`src/rtl/gss_pkg.sv`:
```
// Shared types and constants of the green spill suppressor.
package gss_pkg;

	localparam int NSTG = 11;

	localparam logic [8:0] GAIN_SAT   = 9'd77;
	localparam logic [8:0] GAIN_GREEN = 9'd218;
	localparam logic [8:0] GAIN_BOOST = 9'd276;

	localparam logic [7:0] HUE_MIN_RST = 8'd35;
	localparam logic [7:0] HUE_MAX_RST = 8'd85;

	localparam logic REG_HUE_MIN = 1'b0;
	localparam logic REG_HUE_MAX = 1'b1;

	typedef struct packed {
		logic [7:0] pixel_blue;
		logic [7:0] pixel_green;
		logic [7:0] pixel_red;
		logic       person_mask;
	} pix_in_t;

	typedef struct packed {
		logic [7:0] out_blue;
		logic [7:0] out_green;
		logic [7:0] out_red;
		logic       spill_applied;
	} pix_out_t;

	typedef struct packed {
		logic [7:0] v;
		logic [7:0] s;
		logic [7:0] h;
		logic       mask;
	} hsv_t;

	typedef struct packed {
		logic [7:0] blue;
		logic [7:0] green;
		logic [7:0] red;
		logic       spill;
	} rgb_t;

	typedef struct packed {
		logic [NSTG:1] adv;
	} pipe_ctl_t;

endpackage

```
`src/rtl/gss_ctl.sv`:
```
// Valid bits and per-stage advance chain of the pixel pipeline.
module gss_ctl import gss_pkg::*; (
	input  logic      clk,
	input  logic      arst_n,
	input  logic      in_valid,
	input  logic      out_stall,
	output pipe_ctl_t ctl,
	output logic      in_stall,
	output logic      out_valid
);

	logic [NSTG:1]   valid_q;
	logic [NSTG:1]   feed;
	logic [NSTG+1:1] go;

	// a stage loads when it is empty or its successor loads
	always_comb begin
		go[NSTG+1] = !out_stall;
		for (int k = NSTG; k >= 1; k--) begin
			go[k] = !valid_q[k] || go[k+1];
		end
	end

	assign feed = {valid_q[NSTG-1:1], in_valid};

	always_ff @(posedge clk or negedge arst_n) begin
		if (!arst_n) begin
			valid_q <= '0;
		end else begin
			for (int k = 1; k <= NSTG; k++) begin
				if (go[k]) begin
					valid_q[k] <= feed[k];
				end
			end
		end
	end

	assign ctl.adv   = go[NSTG:1];
	assign in_stall  = !go[1];
	assign out_valid = valid_q[NSTG];

endmodule

```
`src/rtl/gss_hsv.sv`:
```
// Forward color conversion: max/min stage and two pipelined dividers.
module gss_hsv import gss_pkg::*; (
	input  logic       clk,
	input  logic [5:1] adv,
	input  pix_in_t    pix,
	output hsv_t       hsv
);

	typedef struct packed {
		logic [15:0] rem;
		logic [7:0]  den;
		logic [7:0]  quo;
	} div_t;

	// two restoring quotient bits, at bit positions sh+1 and sh
	function automatic div_t div_step(div_t x, logic [2:0] sh);
		div_t        y;
		logic [15:0] dd;
		logic [2:0]  hi;
		y  = x;
		hi = sh + 3'd1;
		dd = {8'b0, y.den} << hi;
		if (y.rem >= dd) begin
			y.rem     = y.rem - dd;
			y.quo[hi] = 1'b1;
		end
		dd = {8'b0, y.den} << sh;
		if (y.rem >= dd) begin
			y.rem     = y.rem - dd;
			y.quo[sh] = 1'b1;
		end
		return y;
	endfunction

	div_t       hdiv_s [1:5];
	div_t       sdiv_s [1:5];
	logic [7:0] v_s    [1:5];
	logic       mask_s [1:5];

	logic [7:0]         vmax, vmin, d;
	logic signed [17:0] rs, gs, bs, ds, t;
	logic [15:0]        hnum, snum;
	div_t               hin, sin;

	always_comb begin
		vmax = pix.pixel_red;
		vmin = pix.pixel_red;
		if (pix.pixel_green > vmax) vmax = pix.pixel_green;
		if (pix.pixel_blue  > vmax) vmax = pix.pixel_blue;
		if (pix.pixel_green < vmin) vmin = pix.pixel_green;
		if (pix.pixel_blue  < vmin) vmin = pix.pixel_blue;
		d  = vmax - vmin;
		rs = $signed({10'b0, pix.pixel_red});
		gs = $signed({10'b0, pix.pixel_green});
		bs = $signed({10'b0, pix.pixel_blue});
		ds = $signed({10'b0, d});
		// hue numerator scaled by d, priority red, green, blue
		if (vmax == pix.pixel_red) begin
			t = 18'sd30 * (gs - bs);
		end else if (vmax == pix.pixel_green) begin
			t = 18'sd60 * ds + 18'sd30 * (bs - rs);
		end else begin
			t = 18'sd120 * ds + 18'sd30 * (rs - gs);
		end
		if (t[17]) begin
			t = t + 18'sd180 * ds;
		end
		hnum = t[15:0] + {9'b0, d[7:1]};
		snum = {d, 8'b0} - {8'b0, d} + {9'b0, vmax[7:1]};
		hin  = '{rem: hnum, den: d, quo: 8'd0};
		sin  = '{rem: snum, den: vmax, quo: 8'd0};
		// force a zero quotient where the divisor would be zero
		if (d == 8'd0) begin
			hin.rem = 16'd0;
			hin.den = 8'd1;
		end
		if (vmax == 8'd0) begin
			sin.rem = 16'd0;
			sin.den = 8'd1;
		end
	end

	always_ff @(posedge clk) begin
		if (adv[1]) begin
			hdiv_s[1] <= hin;
			sdiv_s[1] <= sin;
			v_s[1]    <= vmax;
			mask_s[1] <= pix.person_mask;
		end
	end

	for (genvar k = 2; k <= 5; k++) begin : g_div
		always_ff @(posedge clk) begin
			if (adv[k]) begin
				hdiv_s[k] <= div_step(hdiv_s[k-1], 3'(10 - 2 * k));
				sdiv_s[k] <= div_step(sdiv_s[k-1], 3'(10 - 2 * k));
				v_s[k]    <= v_s[k-1];
				mask_s[k] <= mask_s[k-1];
			end
		end
	end

	assign hsv.v    = v_s[5];
	assign hsv.s    = sdiv_s[5].quo;
	assign hsv.h    = hdiv_s[5].quo;
	assign hsv.mask = mask_s[5];

endmodule

```
`src/rtl/gss_back.sv`:
```
// Spill decision, saturation gain and back conversion to BGR.
module gss_back import gss_pkg::*; (
	input  logic        clk,
	input  logic [10:6] adv,
	input  hsv_t        hsv,
	input  logic [7:0]  hue_min,
	input  logic [7:0]  hue_max,
	output rgb_t        rgb
);

	// stage 6
	logic [7:0]  hw, ssc;
	logic [16:0] sm;
	logic        spill;
	logic [2:0]  sec;
	logic [7:0]  fw;

	logic [7:0] v_s6, s_s6;
	logic [2:0] sec_s6;
	logic [4:0] f_s6;
	logic       spill_s6;

	always_comb begin
		hw    = (hsv.h >= 8'd180) ? hsv.h - 8'd180 : hsv.h;
		spill = hsv.mask && (hw > hue_min) && (hw <= hue_max);
		sm    = {9'b0, hsv.s} * {8'b0, GAIN_SAT} + 17'd128;
		ssc   = spill ? sm[15:8] : hsv.s;
		if (hw >= 8'd150)      sec = 3'd5;
		else if (hw >= 8'd120) sec = 3'd4;
		else if (hw >= 8'd90)  sec = 3'd3;
		else if (hw >= 8'd60)  sec = 3'd2;
		else if (hw >= 8'd30)  sec = 3'd1;
		else                   sec = 3'd0;
		fw = hw - {sec, 5'b0} + {4'b0, sec, 1'b0};
	end

	always_ff @(posedge clk) begin
		if (adv[6]) begin
			v_s6     <= hsv.v;
			s_s6     <= ssc;
			sec_s6   <= sec;
			f_s6     <= fw[4:0];
			spill_s6 <= spill;
		end
	end

	// stage 7
	logic [12:0] sf, sg;
	logic [4:0]  fm;
	logic [7:0]  v_s7, c_s7;
	logic [12:0] a_s7, b_s7;
	logic [2:0]  sec_s7;
	logic        spill_s7;

	always_comb begin
		fm = 5'd30 - f_s6;
		sf = {5'b0, s_s6} * {8'b0, f_s6};
		sg = {5'b0, s_s6} * {8'b0, fm};
	end

	always_ff @(posedge clk) begin
		if (adv[7]) begin
			v_s7     <= v_s6;
			c_s7     <= 8'd255 - s_s6;
			a_s7     <= 13'd7650 - sf;
			b_s7     <= 13'd7650 - sg;
			sec_s7   <= sec_s6;
			spill_s7 <= spill_s6;
		end
	end

	// stage 8
	logic [15:0] np_s8;
	logic [20:0] nq_s8, nt_s8;
	logic [7:0]  v_s8;
	logic [2:0]  sec_s8;
	logic        spill_s8;

	always_ff @(posedge clk) begin
		if (adv[8]) begin
			np_s8    <= {8'b0, v_s7} * {8'b0, c_s7} + 16'd127;
			nq_s8    <= {13'b0, v_s7} * {8'b0, a_s7} + 21'd3825;
			nt_s8    <= {13'b0, v_s7} * {8'b0, b_s7} + 21'd3825;
			v_s8     <= v_s7;
			sec_s8   <= sec_s7;
			spill_s8 <= spill_s7;
		end
	end

	// stage 9: reciprocal estimate, low by at most one
	logic [24:0] pp;
	logic [29:0] pq, pt;
	logic [15:0] np_s9;
	logic [20:0] nq_s9, nt_s9;
	logic [7:0]  qp_s9, qq_s9, qt_s9, v_s9;
	logic [2:0]  sec_s9;
	logic        spill_s9;

	always_comb begin
		pp = {9'b0, np_s8} * 25'd257;
		pq = {9'b0, nq_s8} * 30'd274;
		pt = {9'b0, nt_s8} * 30'd274;
	end

	always_ff @(posedge clk) begin
		if (adv[9]) begin
			np_s9    <= np_s8;
			nq_s9    <= nq_s8;
			nt_s9    <= nt_s8;
			qp_s9    <= pp[23:16];
			qq_s9    <= pq[28:21];
			qt_s9    <= pt[28:21];
			v_s9     <= v_s8;
			sec_s9   <= sec_s8;
			spill_s9 <= spill_s8;
		end
	end

	// stage 10: correct the estimate and pick the sector's channel order
	logic [15:0] rp;
	logic [20:0] rq, rt;
	logic [7:0]  p, q, tt;
	rgb_t        sel;

	always_comb begin
		rp = np_s9 - ({qp_s9, 8'b0} - {8'b0, qp_s9});
		rq = nq_s9 - {13'b0, qq_s9} * 21'd7650;
		rt = nt_s9 - {13'b0, qt_s9} * 21'd7650;
		p  = (rp >= 16'd255)  ? qp_s9 + 8'd1 : qp_s9;
		q  = (rq >= 21'd7650) ? qq_s9 + 8'd1 : qq_s9;
		tt = (rt >= 21'd7650) ? qt_s9 + 8'd1 : qt_s9;
		sel.spill = spill_s9;
		case (sec_s9)
			3'd0: begin sel.blue = p;    sel.green = tt;   sel.red = v_s9; end
			3'd1: begin sel.blue = p;    sel.green = v_s9; sel.red = q;    end
			3'd2: begin sel.blue = tt;   sel.green = v_s9; sel.red = p;    end
			3'd3: begin sel.blue = v_s9; sel.green = q;    sel.red = p;    end
			3'd4: begin sel.blue = v_s9; sel.green = p;    sel.red = tt;   end
			default: begin sel.blue = q; sel.green = p;    sel.red = v_s9; end
		endcase
	end

	always_ff @(posedge clk) begin
		if (adv[10]) begin
			rgb <= sel;
		end
	end

endmodule

```
`src/rtl/gss_gain.sv`:
```
// Spill color gains with saturation, feeding the output register.
module gss_gain import gss_pkg::*; (
	input  logic     clk,
	input  logic     adv,
	input  rgb_t     rgb,
	output pix_out_t res
);

	function automatic logic [7:0] scale(logic [7:0] x, logic [8:0] g);
		logic [16:0] pr;
		pr = {9'b0, x} * {8'b0, g} + 17'd128;
		return pr[16] ? 8'd255 : pr[15:8];
	endfunction

	pix_out_t nxt;

	always_comb begin
		nxt.spill_applied = rgb.spill;
		if (rgb.spill) begin
			nxt.out_blue  = scale(rgb.blue, GAIN_BOOST);
			nxt.out_green = scale(rgb.green, GAIN_GREEN);
			nxt.out_red   = scale(rgb.red, GAIN_BOOST);
		end else begin
			nxt.out_blue  = rgb.blue;
			nxt.out_green = rgb.green;
			nxt.out_red   = rgb.red;
		end
	end

	always_ff @(posedge clk) begin
		if (adv) begin
			res <= nxt;
		end
	end

endmodule

```
`src/rtl/green_spill_suppressor.sv`:
```
// Top level of the green spill suppressor: register port and pixel pipeline.
//
//   channel   direction  handshake                payload
//   pixel     in         pixel_valid/pixel_stall   pix_in_t  (B, G, R, person mask)
//   result    out        result_valid/result_stall pix_out_t (B, G, R, spill flag)
//   config    in         APB psel/penable/pwrite   hue_min at 0x0, hue_max at 0x4
//
// One pixel per clock is accepted while pixel_stall is low; each passes 11 register
// stages on its way to result: one max/min stage, the two 4-stage radix-4
// dividers for hue and saturation, the 5-stage back conversion with its
// reciprocal multiplies and the gain stage that feeds the output register.
// Reset clears the valid bits and loads hue_min = 35, hue_max = 85.
// A stall on the result side freezes only full stages: empty stages still
// fill, so pixel_stall rises only once every stage holds a transaction.
module green_spill_suppressor import gss_pkg::*; (
	input  logic        clk,
	input  logic        arst_n,
	// configuration
	input  logic        psel,
	input  logic        penable,
	input  logic        pwrite,
	input  logic [2:0]  paddr,
	input  logic [31:0] pwdata,
	output logic [31:0] prdata,
	output logic        pready,
	// input pixels
	input  logic        pixel_valid,
	output logic        pixel_stall,
	input  pix_in_t     pixel,
	// results
	output logic        result_valid,
	input  logic        result_stall,
	output pix_out_t    result
);

	logic [7:0] hue_min_q, hue_max_q;
	pipe_ctl_t  ctl;
	hsv_t       hsv;
	rgb_t       rgb;

	// register file: word index in paddr[2], low bits ignored
	assign pready = 1'b1;

	always_ff @(posedge clk or negedge arst_n) begin
		if (!arst_n) begin
			hue_min_q <= HUE_MIN_RST;
			hue_max_q <= HUE_MAX_RST;
		end else if (psel && penable && pwrite && pready) begin
			case (paddr[2])
				REG_HUE_MIN: hue_min_q <= pwdata[7:0];
				REG_HUE_MAX: hue_max_q <= pwdata[7:0];
				default: ;
			endcase
		end
	end

	always_comb begin
		case (paddr[2])
			REG_HUE_MIN: prdata = {24'b0, hue_min_q};
			REG_HUE_MAX: prdata = {24'b0, hue_max_q};
			default:     prdata = 32'b0;
		endcase
	end

	// valid bits and advance chain for all stages
	gss_ctl u_ctl (
		.clk       (clk),
		.arst_n    (arst_n),
		.in_valid  (pixel_valid),
		.out_stall (result_stall),
		.ctl       (ctl),
		.in_stall  (pixel_stall),
		.out_valid (result_valid)
	);

	// stages 1-5: max/min, hue and saturation division
	gss_hsv u_hsv (
		.clk (clk),
		.adv (ctl.adv[5:1]),
		.pix (pixel),
		.hsv (hsv)
	);

	// stages 6-10: spill test, saturation gain, back to BGR
	gss_back u_back (
		.clk     (clk),
		.adv     (ctl.adv[10:6]),
		.hsv     (hsv),
		.hue_min (hue_min_q),
		.hue_max (hue_max_q),
		.rgb     (rgb)
	);

	// stage 11: channel gains into the output register
	gss_gain u_gain (
		.clk (clk),
		.adv (ctl.adv[11]),
		.rgb (rgb),
		.res (result)
	);

endmodule

```
`config.mk`:
```
export PLATFORM = sky130hd
export DESIGN_NAME = green_spill_suppressor
export DESIGN_NICKNAME = d
export VERILOG_FILES = /design/src/rtl/gss_pkg.sv /design/src/rtl/gss_ctl.sv /design/src/rtl/gss_hsv.sv /design/src/rtl/gss_back.sv /design/src/rtl/gss_gain.sv /design/src/rtl/green_spill_suppressor.sv
export SDC_FILE = /design/constraint.sdc
export NUM_CORES = 2
export LEC_CHECK = 0
export ABC_CLOCK_PERIOD_IN_PS = 11900
export BUFFER_PORTS_ARGS = -buffer_cell sky130_fd_sc_hd__buf_2
export CORE_MARGIN = 2
export CORE_UTILIZATION = 30
export DETAILED_ROUTE_END_ITERATION = 8
export PLACE_DENSITY = 0.41
export SETUP_SLACK_MARGIN = 0.02
export SKIP_LAST_GASP = 1
export SYNTH_ARGS = -nofsm -noshare
export SYNTH_HDL_FRONTEND = slang
export SYNTH_HIERARCHICAL = 1
export SYNTH_SLANG_ARGS = --single-unit
```
`constraint.sdc`:
```
create_clock -name clk -period 11.9 [get_ports clk]
set_clock_uncertainty 0.1 [all_clocks]
set_input_delay 1.19 -clock clk [delete_from_list [all_inputs] [get_ports clk]]
set_output_delay 1.19 -clock clk [all_outputs]
set_load 0.03 [all_outputs]
```
## After elaboration in Yosys (flattened, before gate mapping)

Memory sizes are Yosys's and may differ from the RTL's. A register that Yosys moved wholly into a read port is not among the register bits.
Cells that the tools add are included.

| storage, ports and cells | value |
|---|---|
| memory bits (read-only) | 0 |
| bits in latches | 0 |
| flip-flop bits (word level) | 304 |
| bits in writable memories | 365 |
| output and inout bits | 60 |
| memories | 4 |

| operators by class | value |
|---|---|
| order comparisons | 31 |
| shifts and indexed selects | 0 |
| reductions and logical operators | 33 |
| bitwise logic cells | 1 |
| div/mod/pow operators | 0 |
| mux-type cells | 99 |
| eq/ne operators | 6 |
| multiply operators | 20 |
| add/subtract/negate cells | 47 |

Memories:

| memory | depth | width | read ports | clocked after memory_dff | write ports | line | text |
|---|---|---|---|---|---|---|---|
| u_hsv.hdiv_s | 5 | 32 | 5 | 0 | 5 | gss_hsv.sv:35 | `div_t hdiv_s [1:5];` |
| u_hsv.sdiv_s | 5 | 32 | 5 | 0 | 5 | gss_hsv.sv:36 | `div_t sdiv_s [1:5];` |
| u_hsv.v_s | 5 | 8 | 5 | 1 | 5 | gss_hsv.sv:37 | `logic [7:0] v_s [1:5];` |
| u_hsv.mask_s | 5 | 1 | 5 | 0 | 5 | gss_hsv.sv:38 | `logic mask_s [1:5];` |

Operators with widths:

| cell | count |
|---|---|
| 2-to-1 mux 16 bit | 33 |
| one-hot mux 24 bit (5 select lines) | 1 |
| 2-to-1 mux 8 bit | 12 |
| 2-to-1 mux 24 bit | 3 |
| one-hot mux 32 bit (2 select lines) | 1 |
| subtractor 16 x 8 -> 16 bit | 4 |
| multiplier 8 x 7 -> 15 bit (second input constant) | 4 |
| multiplier 21 x 8 -> 28 bit (second input constant) | 2 |
| multiplier 5 x 18 -> 17 bit (first input constant) | 3 |
| 2-to-1 mux 1 bit | 43 |
| adder 21 x 12 -> 21 bit (second input constant) | 2 |
| greater-or-equal comparator 21 x 13 -> 1 bit (second input constant) | 2 |
| multiplier 8 x 13 -> 21 bit | 2 |
| subtractor 21 bit | 2 |
| multiplier 8 x 12 -> 20 bit (second input constant) | 2 |
| adder 18 bit | 2 |
| 2-to-1 mux 18 bit | 2 |
| adder 17 x 8 -> 17 bit (second input constant) | 2 |
| adder 16 x 7 -> 16 bit | 2 |
| greater-or-equal comparator 16 x 10 -> 1 bit | 2 |
| greater-or-equal comparator 16 x 11 -> 1 bit | 2 |
| greater-or-equal comparator 16 x 12 -> 1 bit | 2 |
| greater-or-equal comparator 16 x 13 -> 1 bit | 2 |
| greater-or-equal comparator 16 x 14 -> 1 bit | 2 |
| other kinds (49) | 103 |

## Depth between registers and ports, before layout

| logic depth | value |
|---|---|
| depth after elaboration | 15 |
| depth in mapped cells | 62 |

## By module

The synthesis kept the hierarchy.

Modules (own cells, without submodules):

| module | cells each | sequential area each (µm²) | instances | area an instance (µm²) |
|---|---|---|---|---|
| gss_back | 3292 | 7687.4 | 1 | 32384.8 |
| gss_hsv | 2769 | 8197.9 | 1 | 26384.1 |
| gss_gain | 428 | 750.7 | 1 | 4108.9 |
| green_spill_suppressor | 70 | 409.1 | 1 | 930.9 |
| gss_ctl | 44 | 275.3 | 1 | 486.7 |

## Worst setup path before layout

No wires, ideal clock.

| path | value |
|---|---|
| path type | input to register |
| start | input pixel[11] in the netlist's numbering |
| end | register, netlist name u_hsv/hdiv_s[0][22] |
| path slack | -0.559 ns |
| arrival | 12.099 ns |
| path buffers | 5 |
| stages on the path | 50 |
| required time | 11.540 ns |
| library setup time | 0.260 ns |
| cells stage by stage | inv_1 -> ha_1 -> buf_2 -> o21a_1 -> o31a_1 -> o21ai_2 -> nand2_1 -> clkbuf_1 -> a21oi_1 -> ha_1 -> a21oi_1 -> o21ai_0 -> a2111o_1 -> o21a_1 -> buf_6 -> nand2_4 -> buf_6 -> clkbuf_1 -> (+14 left out) -> xnor2_1 -> ha_1 -> and3_1 -> a221oi_1 -> o31ai_1 -> xnor2_1 -> xnor2_1 -> a21o_1 -> and3_4 -> nor2_2 -> mux2_2 -> ha_1 -> a21o_1 -> a21oi_1 -> a21oi_1 -> a211o_1 -> nor2b_1 -> mux2_2 |

RTL lines:

| what | line | text |
|---|---|---|
| from (decl) | green_spill_suppressor.sv:29 | `input pix_in_t pixel,` |

==> reports/summary.md <==
Final hold violation count: 0. The worst path uses 95.0% of the clock period. The critical-path maximum fanout works out to 8.

For the worst setup path, the data arrival time is 11630 ps. Compared with the post-synthesis result, the final layout area differs by 11.7%. The via count came out at 46449.

The max-slew violation total from the final report was 0; the post-synthesis share of cell area spent on and, or, nand and nor gates was 12.9%. The placed wire-length estimate is 136000 um. The synthesized area per cell is 9.74 um2, and the final wirelength is 166000 um. In this run the worst hold path is classified as reg2reg. Cells fill 33.8% of the core in the end.

The post-route netlist has 9.48% of its cells at a drive strength greater than 1. The tools report the maximum clock path buffer count as 3. The die extent in x was 467 um. Among all stages on the critical path, the largest delay is contributed by sky130_fd_sc_hd__fa_1.

The number of buffers added on ports was 75. The multi-input combinational cells in the finished layout cover a total of 42600 um2. Summing the areas of all xor and xnor instances in the mapped netlist gives 6.23% of the synthesized area.

STA puts the critical path data required time at 12230 ps. Following the worst setup path forward leads to its endpoint at u_hsv/hdiv_s[0][22]. The clock reaches the later pin of the worst-skew pair after 680 ps. The area of the placeable core is 213000 um2, and the DRC marker count from the first detailed-route iteration is 1987. The layout has 21908 filler cells.

For the initial standard-cell utilization of the core, the log shows 30.3%. The tools report the remaining routing DRC violations as 0. The tree is rooted in a sky130_fd_sc_hd__clkbuf_16.

The flow ran to the end, and the final reports show no timing, DRC or antenna violations. Setup violations remaining at the end of the flow were counted as 0. The pin slew with the least headroom to its limit was 1120 ps. For this run, the number of standard cells in the final layout without fillers is 9719. Row generation in the floorplan step produced 169 rows. Once detail routing completed, the nets flagged for antenna violations numbered 0.

Of the post-synthesis cell area, the part taken by muxes is 2.15%. The tools report the total global routing overflow as 0. The tool flagged a number of max-cap violations equal to 0. Among all flip-flop cells after synthesis, the most frequent one is sky130_fd_sc_hd__edfxtp_1.

The via density per instance is 4.78. The synthesized netlist occupies a cell area of 64300 um2. The logs give 1 for the number of antenna violations at the first check in global routing and 6603 for the cell count after synthesis. The tools report the source of the worst register-to-register timing path as u_back/qt_s9[2].

The final standard cell area without fillers is 71800 um2. Buffers inserted during clock tree synthesis total 73. Worst reg2reg path endpoint: u_back/rgb[20]. Counting I/O delays and the setup requirement, the final critical path takes 11300 ps.

The first-pass detailed-route iteration total was 6. The flip-flop and latch area came out at 17300 um2. The worst register-to-register path has a depth of 28.

The clock net in this run drives a total of 581 sinks. The full die area was 218000 um2. The floorplan step set the die height to 467 um. The logs give 127 for the number of primary I/O pins and 132 for the distinct cell type count of the synthesized netlist.

Register-to-register setup slack: 3870 ps. After clock tree synthesis, the clock-pin slew on the worst setup and hold paths is 60 ps. Detailed-route wire length per cell: 17.1 um. The first global-routing pass estimated 269000 um of wire.

The run gives 48586 as the via count of the first global-routing pass. The relative slew slack was 25.1%. The synthesized netlist devotes 13.0% of its cell area to compound gates. The tools report the type of destination of the critical path as a flop. The final weighted congestion in routability-driven placement is 0.858, and the maximum number of pins on one net before global-route repair is 70. By area, the combinational part of the netlist is dominated by adder cells.

The critical path is of the in2reg type. Once placement completed, the tool counted placed cells totaling 9585. STA classifies the critical path startpoint as a primary input.

The final worst hold slack is 316 ps, and the area share of fa/ha/maj cells after synthesis is 31.5%. The dominant cell type by count on the critical path is sky130_fd_sc_hd__ha_1. Global routing used 15.4% of the available tracks across all layers. Counting flops with an async set or reset pin after synthesis yields a share of 4.65%.

The tools report the launch point of the worst path as pixel[10]. Yosys mapped a number of flops with a built-in enable equal to 554. For this run, the register share of the synthesized area comes to 26.9%. In the final design database the tool counted 8281 nets. Based on the critical path, the design can be clocked at up to 88.5 MHz. For this run, the number of Yosys warnings is 6. After detailed placement, the total cell area comes to 69300 um2. The run gives 3 as the number of H-tree levels.

TritonCTS built the clock tree. The flip-flop and latch count after synthesis works out to 581. The maximum cell stage delay along the critical path came out at 520 ps.

For this design, the CTS-stage hold fixing added 0 buffers.
## timing repair
action,4_1_cts,5_1_grt
setup endpoints to repair,0,11
setup buffers,0,0
gates resized for setup,0,18
hold endpoints to repair,0,0
## sequential cells by signal, summed over array words and instances (netlist names), 11 cells and up
name and count:
u_back/a_s7 13, u_back/b_s7 12, u_back/np_s8 16, u_back/np_s9 16, u_back/nq_s8 21, u_back/nq_s9 20, u_back/nt_s8 20, u_back/nt_s9 20
u_back/rgb 25, u_ctl/valid_q 11, u_gain/res 25, u_hsv/hdiv_s 112, u_hsv/sdiv_s 116, u_hsv/v_s 40
## kinds of logic after synthesis
kind of cell / Yosys count
mux: 126
xor+xnor: 454
fa+ha+maj: 1379
buf+inv: 1173
other cells: 2
compound gates: 1248
simple gates: 1640
flops: 581
## per-stage QoR
stage	setup slack (ps)	setup TNS, ps
after global placement	-123	-495
after global routing	-47.8	-68.1
after detailed placement	-184	-1080
final	600	0
after CTS	552	0
after floorplan	5.53	0
## Yosys cell counts (16+ instances only)
master,count,area [um2]
sky130_fd_sc_hd__buf_2,16,80.1
sky130_fd_sc_hd__o21a_1,50,375
sky130_fd_sc_hd__nor4_1,32,200
sky130_fd_sc_hd__nand2_1,455,1710
sky130_fd_sc_hd__or4_1,16,120
sky130_fd_sc_hd__and3_1,40,250
sky130_fd_sc_hd__edfxtp_1,554,16600
sky130_fd_sc_hd__nor2b_1,85,532
sky130_fd_sc_hd__mux2i_1,52,521
sky130_fd_sc_hd__o31ai_1,27,203
sky130_fd_sc_hd__fa_1,399,7990
sky130_fd_sc_hd__inv_1,994,3730
sky130_fd_sc_hd__buf_4,56,420
sky130_fd_sc_hd__dfrtp_1,20,500
sky130_fd_sc_hd__mux2_2,70,788
sky130_fd_sc_hd__o21bai_1,50,375
sky130_fd_sc_hd__a21boi_0,20,150
sky130_fd_sc_hd__or3_1,28,175
sky130_fd_sc_hd__a21o_1,143,1070
sky130_fd_sc_hd__nand3_1,91,455
sky130_fd_sc_hd__a31oi_1,36,225
sky130_fd_sc_hd__nand2b_1,94,588
sky130_fd_sc_hd__and2_1,179,1120
sky130_fd_sc_hd__nand4_1,71,444
sky130_fd_sc_hd__clkbuf_1,85,319
sky130_fd_sc_hd__or2_2,19,119
sky130_fd_sc_hd__a211oi_1,34,255
sky130_fd_sc_hd__o22ai_1,17,106
sky130_fd_sc_hd__xnor2_1,306,2680
sky130_fd_sc_hd__a211o_1,17,149
sky130_fd_sc_hd__a21oi_1,343,1720
sky130_fd_sc_hd__nor3_1,102,510
sky130_fd_sc_hd__xor2_1,145,1270
sky130_fd_sc_hd__ha_1,976,12200
sky130_fd_sc_hd__nor2_1,349,1310
sky130_fd_sc_hd__o21ai_0,243,1220
sky130_fd_sc_hd__o211ai_1,31,233
## cell usage in the layout (no fill, tap or decap), drive strengths merged, types with 93 or more instances in the layout
master  netlist  routed
inv         997    1005
ha          976     976
edfxtp      554     554
nand2       456     456
fa          399     399
nor2        353     353
a21oi       345     345
buf          88     311
xnor2       308     308
o21ai       260     260
and2        179     179
xor2        145     145
a21o        143     143
nor3        104     104
nand2b       94      94
nand3        93      93
## critical path, delay by kind of cell
family / cells / cell delay [ps]
adders and majority gates: 9 / 3320
xor gates and xnor gates: 5 / 880
buffers and inverters: 5 / 460
muxes: 3 / 870
and+or+nand+nor: 7 / 1070
AOI/OAI and AO/OA: 18 / 3860
## worst min-delay path by stage
| stage | from | endpoint | slack (ps) | depth (start not counted) |
|---|---|---|---|---|
| floorplan | u_back/spill_s9 | u_back/rgb[0] | 300 | 0 |
| global placement | u_hsv/sdiv_s[0][92] | u_hsv/sdiv_s[0][124] | 300 | 0 |
| detailed placement | u_back/sec_s7[1] | u_back/sec_s8[1] | 300 | 0 |
| CTS | u_back/v_s6[7] | u_back/v_s7[7] | 320 | 0 |
| global route | u_back/v_s8[1] | u_back/v_s9[1] | 320 | 0 |
| finish | u_hsv/v_s[0][31] | u_hsv/v_s[0][39] | 320 | 0 |
## area by class of cell
cell class	instances	share of cell area [%]
Inverter	1000	5.23
Sequential cell	581	24.1
Clock inverter	46	0.754
Multi-Input combinational cell	4872	59.3
Timing Repair Buffer	311	3.01
Antenna cell	1	0.00348
Tap cell	2821	4.92
Clock buffer	87	2.69
## routing by layer
| metal | routed length (um) | GRT usage (%) | vias to the layer above |
|---|---|---|---|
| met3 | 3970 | 1.25 | 142 |
| met2 | 83900 | 28.3 | 515 |
| li1 | - | - | 23325 |
| met1 | 74700 | 19.3 | 22467 |
| met5 | 0 | 0 | - |
| met4 | 3580 | 3.87 | 0 |
Power is not shown: default switching activity piles up to over one toggle a cycle in this logic, so the estimate is an artifact.
